File: src/rtl/mandelbrot_escape_iteration_assert.svh
// Assertion macros used by the top RTL file of the escape-time unit.
`ifndef MANDELBROT_ESCAPE_ITERATION_ASSERT_SVH
`define MANDELBROT_ESCAPE_ITERATION_ASSERT_SVH

// Condition and consequence in the same cycle.
`define MBE_CHECK(lbl, clk, rst_n, cond, cons) \
    lbl: assert property (@(posedge clk) disable iff (!rst_n) (cond) |-> (cons)) \
        else $error("escape-time unit: assertion failed");

// Consequence in the cycle after the condition.
`define MBE_CHECK_NEXT(lbl, clk, rst_n, cond, cons) \
    lbl: assert property (@(posedge clk) disable iff (!rst_n) (cond) |=> (cons)) \
        else $error("escape-time unit: assertion failed");

`endif

File: src/rtl/mbe_pkg.sv
package mbe_pkg;

    // Input coordinate width, signed 8.8.
    localparam int C_W      = 16;
    // Running z width. While a point has not escaped, |z| stays below 2^16.
    localparam int Z_W      = 17;
    localparam int PROD_W   = 2 * Z_W;
    // Count width covers iteration limits up to 127.
    localparam int CNT_W    = 7;
    localparam int ITER_W   = 5;
    localparam int GLYPH_W  = 7;
    localparam int MAX_ITER_DEFAULT = 20;

    // Escape threshold, 4.0 in 8.8.
    localparam logic signed [PROD_W-1:0] ESC_LIM = PROD_W'(4 << 8);

    localparam logic [GLYPH_W-1:0] GLYPH_AT = 7'h40;
    localparam int RAMP_N = 10;
    localparam logic [GLYPH_W-1:0] RAMP [0:RAMP_N-1] = '{
        7'h20, 7'h2E, 7'h3A, 7'h2D, 7'h3D, 7'h2B, 7'h2A, 7'h23, 7'h25, 7'h40
    };

    typedef struct packed {
        logic signed [Z_W-1:0] zr;
        logic signed [Z_W-1:0] zi;
        logic signed [C_W-1:0] cr;
        logic signed [C_W-1:0] ci;
        logic [CNT_W-1:0]      cnt;
        logic                  done;
    } t_point;

endpackage

File: src/rtl/mbe_iter.sv
module mbe_iter (
    input  logic           i_clk,
    input  logic           i_rst_n,
    input  logic           i_en,
    input  logic           i_valid,
    input  mbe_pkg::t_point i_pt,
    output logic           o_valid,
    output mbe_pkg::t_point o_pt
);
    import mbe_pkg::*;

    // Stage A: the three products of one iteration.
    logic                      r_a_valid;
    logic signed [PROD_W-1:0]  r_rr;
    logic signed [PROD_W-1:0]  r_ii;
    logic signed [PROD_W-1:0]  r_ri;
    t_point                    r_a_pt;

    logic signed [PROD_W-1:0]  n_rr;
    logic signed [PROD_W-1:0]  n_ii;
    logic signed [PROD_W-1:0]  n_ri;

    assign n_rr = PROD_W'(i_pt.zr) * PROD_W'(i_pt.zr);
    assign n_ii = PROD_W'(i_pt.zi) * PROD_W'(i_pt.zi);
    assign n_ri = PROD_W'(i_pt.zr) * PROD_W'(i_pt.zi);

    always_ff @(posedge i_clk) begin
        if (!i_rst_n) begin
            r_a_valid <= 1'b0;
        end else if (i_en) begin
            r_a_valid <= i_valid;
        end
    end

    always_ff @(posedge i_clk) begin
        if (i_en) begin
            r_rr   <= n_rr;
            r_ii   <= n_ii;
            r_ri   <= n_ri;
            r_a_pt <= i_pt;
        end
    end

    // Stage B: escape test and the update of z.
    logic signed [PROD_W-1:0]  w_zr2;
    logic signed [PROD_W-1:0]  w_zi2;
    logic signed [PROD_W-1:0]  w_mag;
    logic signed [PROD_W-1:0]  w_zr_full;
    logic signed [PROD_W-1:0]  w_zi_full;
    logic                      w_esc;
    logic                      r_b_valid;
    t_point                    r_b_pt;
    t_point                    n_b_pt;

    always_comb begin
        w_zr2     = r_rr >>> 8;
        w_zi2     = r_ii >>> 8;
        w_mag     = w_zr2 + w_zi2;
        w_esc     = w_mag > ESC_LIM;
        w_zr_full = w_zr2 - w_zi2 + PROD_W'(r_a_pt.cr);
        w_zi_full = (r_ri >>> 7) + PROD_W'(r_a_pt.ci);

        n_b_pt      = r_a_pt;
        n_b_pt.zr   = Z_W'(w_zr_full);
        n_b_pt.zi   = Z_W'(w_zi_full);
        n_b_pt.done = r_a_pt.done | w_esc;
        if (!r_a_pt.done && !w_esc) begin
            n_b_pt.cnt = r_a_pt.cnt + CNT_W'(1);
        end
    end

    always_ff @(posedge i_clk) begin
        if (!i_rst_n) begin
            r_b_valid <= 1'b0;
        end else if (i_en) begin
            r_b_valid <= r_a_valid;
        end
    end

    always_ff @(posedge i_clk) begin
        if (i_en) begin
            r_b_pt <= n_b_pt;
        end
    end

    assign o_valid = r_b_valid;
    assign o_pt    = r_b_pt;

endmodule

File: config.mk
export PLATFORM = sky130hd
export DESIGN_NAME = mbe_iter
export DESIGN_NICKNAME = d
export VERILOG_FILES = /design/src/rtl/mandelbrot_escape_iteration_assert.svh /design/src/rtl/mbe_pkg.sv /design/src/rtl/mbe_iter.sv
export SDC_FILE = /design/constraint.sdc
export NUM_CORES = 2
export LEC_CHECK = 0
export ABC_AREA = 0
export BUFFER_PORTS_ARGS = -buffer_cell sky130_fd_sc_hd__buf_4
export CAP_MARGIN = 20
export CORE_ASPECT_RATIO = 0.75
export CORE_MARGIN = 2
export CORE_UTILIZATION = 39
export CTS_CLUSTER_SIZE = 20
export DETAILED_ROUTE_END_ITERATION = 8
export SKIP_LAST_GASP = 1
export SLEW_MARGIN = 20
export SYNTH_ARGS = -nofsm -noshare
export SYNTH_HDL_FRONTEND = slang
export SYNTH_SLANG_ARGS = --single-unit
File: constraint.sdc
create_clock -name i_clk -period 7.4 [get_ports i_clk]
set_input_delay 1.48 -clock i_clk [delete_from_list [all_inputs] [get_ports i_clk]]
set_output_delay 1.48 -clock i_clk [all_outputs]
set_load 0.02 [all_outputs]
-- Word-level counts from Yosys, hierarchy flattened
Cells that the tools add are included.
- register bits: 208
- bits of input ports: 78
- output and inout port bits: 75
- logic and storage cells: 29
- add/subtract/negate cells: 5
- $mul: 3
- $lt $le $gt $ge: 1
- muxes and demuxes: 1
- bitwise gates (word level): 1
- reductions and logical operators: 3
- operators by type and width (cell ; count):
    17-bit by 17-bit multiplier with 34-bit output ; 2
    17-bit by 16-bit adder with 17-bit output ; 2
    26-bit by 26-bit adder with 27-bit output ; 1
    27-bit by 12-bit > comparator with 1-bit output (second input constant) ; 1
    17-bit by 17-bit multiplier with 24-bit output ; 1
    17-bit subtractor ; 1
    7-bit by 1-bit adder with 7-bit output (second input constant) ; 1
    7-bit 2-to-1 mux ; 1
    1-bit logical NOT ; 2
    1-bit logical AND ; 1
    1-bit bitwise OR ; 1

-- Depth between registers and ports, before layout
- depth after elaboration: 5
- depth in mapped cells: 26
- mapped depth without buffers: 25

-- Least setup slack after synthesis
Ideal clock, no wire load.
- path type: input port to flip-flop
- from: in i_pt[42] in the netlist's numbering
- to: reg r_ii[30], data pin
- setup time: 266 ps
- data arrival time: 7463 ps
- data required time: 7134 ps
- slack: -329 ps
- stages on the path: 23
- path buffers: 2
- cells stage by stage: clkbuf_1 -> clkbuf_1 -> nand2_1 -> fa_1 -> inv_1 -> fa_1 -> inv_1 -> fa_1 -> inv_1 -> fa_1 -> fa_1 -> fa_1 -> ha_1 -> o21a_1 -> o21a_1 -> o21ai_0 -> nor4_1 -> nor4_1 -> a31oi_1 -> a21o_1 -> and2_1 -> o41ai_1 -> xnor2_1
- cells in the longest elaborated chain, start to end: 1
- ends and longest elaborated chain (item ; RTL line ; text):
    start: declaration ; mbe_iter.sv:6 ; input mbe_pkg::t_point i_pt,
    17-bit by 17-bit multiplier with 34-bit output ; mbe_iter.sv:24 ; assign n_ii = PROD_W'(i_pt.zi) * PROD_W'(i_pt.zi);
    named net n_ii[30] ; mbe_iter.sv:20 ; logic signed [PROD_W-1:0] n_ii;
    end signal: assignment ; mbe_iter.sv:38 ; r_ii <= n_ii;
    end: declaration ; mbe_iter.sv:15 ; logic signed [PROD_W-1:0] r_ii;
The timed path passes the listed nets, and every way through them passes these cells.
A chain may end at the register's enable or synchronous reset.

-- Worst setup path after layout
- from: in i_pt[47] in the netlist's numbering
- to: reg r_ri[23], data pin
- cells in the longest elaborated chain, start to end: 1
- ends and longest elaborated chain (item ; RTL line ; text):
    17-bit by 17-bit multiplier with 24-bit output ; mbe_iter.sv:25 ; assign n_ri = PROD_W'(i_pt.zr) * PROD_W'(i_pt.zi);
    named net n_ri[23] ; mbe_iter.sv:21 ; logic signed [PROD_W-1:0] n_ri;
    end signal: assignment ; mbe_iter.sv:39 ; r_ri <= n_ri;
    end: declaration ; mbe_iter.sv:16 ; logic signed [PROD_W-1:0] r_ri;
The timed path passes the listed nets, and every way through them passes these cells.

==> metrics.md <==
| Metric | Value |
|---|---|
| Status | finished, final reports clean |
| Clock Pin Slew Worst Setup and Hold Paths | approximately 70 ps |
| CP Class | input port to flop |
| Post-Synth Adder-Cell Area | 0.518 |
| Core area | 91900 um^2 |
| Num CTS Buffers | 17 |
| Vias in the first global route | between 20000 and 30000 |
| CP delay by family, top | adder cells |
| Area share of the largest cell type after synthesis | 0.408 |
| Hpwl dp | between 70000 and 80000 um |
| CTS H-Tree Depth | 4 |
| Crit path required time | 7630 ps |
| Final Routed Wirelength | just under 90000 um |
| Drt wl/cell | between 15 and 20 um |
| Max FO, Critical Path | 10 |
| Synth Cell Area | approximately 36000 um^2 |
| Worst R2R Setup Slack | approximately 2900 ps |
| Clock sinks | between 150 and 200 |
| Nets | roughly 5200 |
| Worst EP arrival | 7320 ps |
| Starting Density | 0.396 |
| Worst r2r dst | o_pt[2]$_DFFE_PP_ |
| Most frequent cells in the layout | inv_1 (994), fa_1 (741), buf_4 (411), nand2_1 (323), ha_1 (320) |
| Mux cell area share after synthesis | 0.00482 |
| Worst Hold Class | flop to flop |
| Hold Path End | o_pt[34]$_DFFE_PP_ |
| Clk_lat worst skew | 500 ps |
| First-pass GRT wire length | roughly 150000 um |
| EDFF count, synth | 183 |
| Sequential-to-total area share from yosys stat | 0.152 |
| First DRT Iteration DRCs | 1459 |
| Final Hold Vio Count | 0 |
| Synthesized instance count | approximately 3700 |
| Cts hold-fix bufs | 0 |
| Clock Skews | between 15 and 20 ps |
| Period minus WS final | 7080 ps |
| Most used cell, CP | fa_1 |
| Avg Cell Area, Syn | ~9.8 um^2 |
| Crit share post-route | 0.957 |
| Die height | 268 um |
| Grt total ovfl | 0 |
| Longest Clk Path Bufs | 2 |
| Max-cap violations | 0 |
| Compound-cell area share of the yosys netlist | 0.0521 |
| Pin count of the biggest net entering global routing | 104 |
| Max stage delay cell, worst path | fa_1 |
| Final setup viols | 0 |
| Post-DRT Antenna Nets | 0 |
| # port buffers | approximately 150 |
| Vias per inst | between 4 and 5 |
| Commonest non-fill, non-tap cell in the layout | inv_1 |
| Worst R2R Path Depth | 11 |
| Fmax | around 0.14 GHz |
| Setup crit start kind | input port |
| Max incr delay on CP | 500 ps |
| Cell Rows | 96 |
| Ys Warns | 0 |
| Area growth syn-to-layout | 13.6% |
| Max-slew headroom | 0.366 |
| Mapped Nets | around 4800 |
| Die area | around 96000 um^2 |
| Reg area | around 5500 um^2 |
| Final-report max-slew violation count | 0 |
| Setup slack at placement | -207 ps |
| Gpl congestion | ~0.88 |
| Ranking of synthesized cells by area | fa_1 (41%), edfxtp_1 (15%), ha_1 (11%) |
| Worst setup margin | ~320 ps |
| CTS root buf | clkbuf_16 |
| CP bufs+invs | 10 |
| Via Count | approximately 25000 |
| Prevailing post-synth register cell | edfxtp_1 |
| Slew @ Worst Pin | between 900 and 1000 ps |
| Worst Setup End Kind | flop |
| Initial antenna violation count | 3 |
| RSZ-0062 raised after global routing | false |
| Drt drc | 0 |
| Synth Register Bits | 185 |
| FF-to-FF Start | r_rr[24]$_DFFE_PP_ |
| Fill cell count | just under 9000 |
| Ys async rst share | 0 |
| GRT Total Usage | 0.197 |
| Unique masters post-synth | 77 |
| I/O pin total | about 150 |
| Share of layout cells above drive strength 1 | 0.121 |
| Xor/xnor cell area share of the yosys netlist | 0.0388 |
| Worst Hold Path Cells | 0 |
| Leading area contributor after synthesis | fa_1 |
| CP startpoint | i_pt[47] |
| Die width | 357 um |
| Initial DRT Pass Iterations | 5 |
| Main combinational cell family by area after synthesis | adder cells |
| TritonCTS clock tree | built |
| Multi-input gate area in the final layout | roughly 27000 um^2 |
| Hold path startpoint | n_b_pt[34]$_DFFE_PP_ |
| Area share of and/or/nand/nor cells after synthesis | 0.118 |
[cell type report]
type / count / area share
Antenna cell: 2 / 0.000121
Clock buffer: 17 / 0.0103
Clock inverter: 15 / 0.00515
Inverter: 998 / 0.0906
Multi-Input combinational cell: 2395 / 0.645
Sequential cell: 185 / 0.134
Tap cell: 1225 / 0.0371
Timing Repair Buffer: 417 / 0.0774
[state kept, by name, summed over array words and instances (netlist names)]
register,cells
o_pt,74
n_b_pt,32
o_valid,1
r_a_valid,1
r_a_pt,8
r_ri,17
r_rr,26
r_ii,26
[what timing repair did]
| action | 4_1_cts | 5_1_grt |
|---|---|---|
| setup buffers | 0 | 0 |
| hold endpoints to repair | 0 | 0 |
| gates resized for setup | 0 | 2 |
| endpoints found under the setup margin | 0 | 1 |
[routing by layer]
layer | vias to the layer above | wire length [um] | track usage | share of wire
met4 | 2 | 1880 | 0.0458 | 0.022
met5 | - | 13 | 0 | 0.00015
li1 | 11800 | - | - | -
met2 | 575 | 39300 | 0.310 | 0.45
met1 | 12600 | 41300 | 0.285 | 0.47
met3 | 81 | 5010 | 0.0338 | 0.057
[worst register-to-register path, delay by kind of cell (launching register included)]
family | cells | cell delay [ps]
muxes | 2 | 580
AOI/OAI and AO/OA | 4 | 1200
adders and majority gates | 1 | 490
DFF | 1 | 510
and+or+nand+nor | 4 | 1490
[synthesized netlist by cell type, drive strengths merged (5+ instances only)]
cell / n
o21ai: 41
and2: 199
a31o: 10
buf: 5
nor3: 37
and3: 11
a21o: 30
nand4: 13
a41o: 5
a221oi: 6
nand3: 21
nor4: 12
nor2: 169
clkbuf: 120
nor2b: 42
inv: 994
or3: 9
a21oi: 65
or2: 7
a21boi: 7
edfxtp: 183
xnor2: 134
o21bai: 5
a31oi: 11
xor2: 27
nand2b: 22
ha: 320
mux2i: 16
o21a: 21
a211oi: 15
nand2: 323
o31ai: 6
fa: 742
a2111oi: 7
[worst max-delay path by stage]
| stage | end | slack, ps | cells past startpoint |
|---|---|---|---|
| 2_1_floorplan | r_rr[24]$_DFFE_PP_ | 10 | 23 |
| 6_report | r_ri[23]$_DFFE_PP_ | 320 | 25 |
| 5_1_grt | r_ii[30]$_DFFE_PP_ | 30 | 24 |
| 3_5_place_dp | r_ii[30]$_DFFE_PP_ | -210 | 24 |
| 3_3_place_gp | r_ii[30]$_DFFE_PP_ | -210 | 24 |
| 4_1_cts | r_ii[30]$_DFFE_PP_ | 280 | 25 |
[logic make-up (layout without fill, tap and decap cells)]
kind of cell / count (synthesis) / in the layout
AOI/OAI and AO/OA: 273 / 273
xor gates and xnor gates: 161 / 161
adders and majority gates: 1062 / 1062
buffers and inverters: 1123 / 1447
DFF: 185 / 185
muxes: 17 / 17
other: 0 / 2
and+or+nand+nor: 882 / 882
[per-stage QoR]
| step | std cells | TNS [ps] | hold WS [ps] | instance area (um^2) | util |
|---|---|---|---|---|---|
| after global routing | 5253 | 0 | 460 | 41300 | 0.450 |
| after global placement | 5220 | -1180 | 432 | 40700 | 0.443 |
| after detailed placement | 5220 | -1310 | 434 | 40700 | 0.443 |
| after floorplan | 3703 | 0 | 426 | 36500 | - |
| final | 5254 | 0 | 446 | 41300 | 0.450 |
| after CTS | 5252 | 0 | 449 | 41300 | 0.450 |
Power is not shown: default switching activity piles up to over one toggle a cycle in this logic, so the estimate is an artifact.
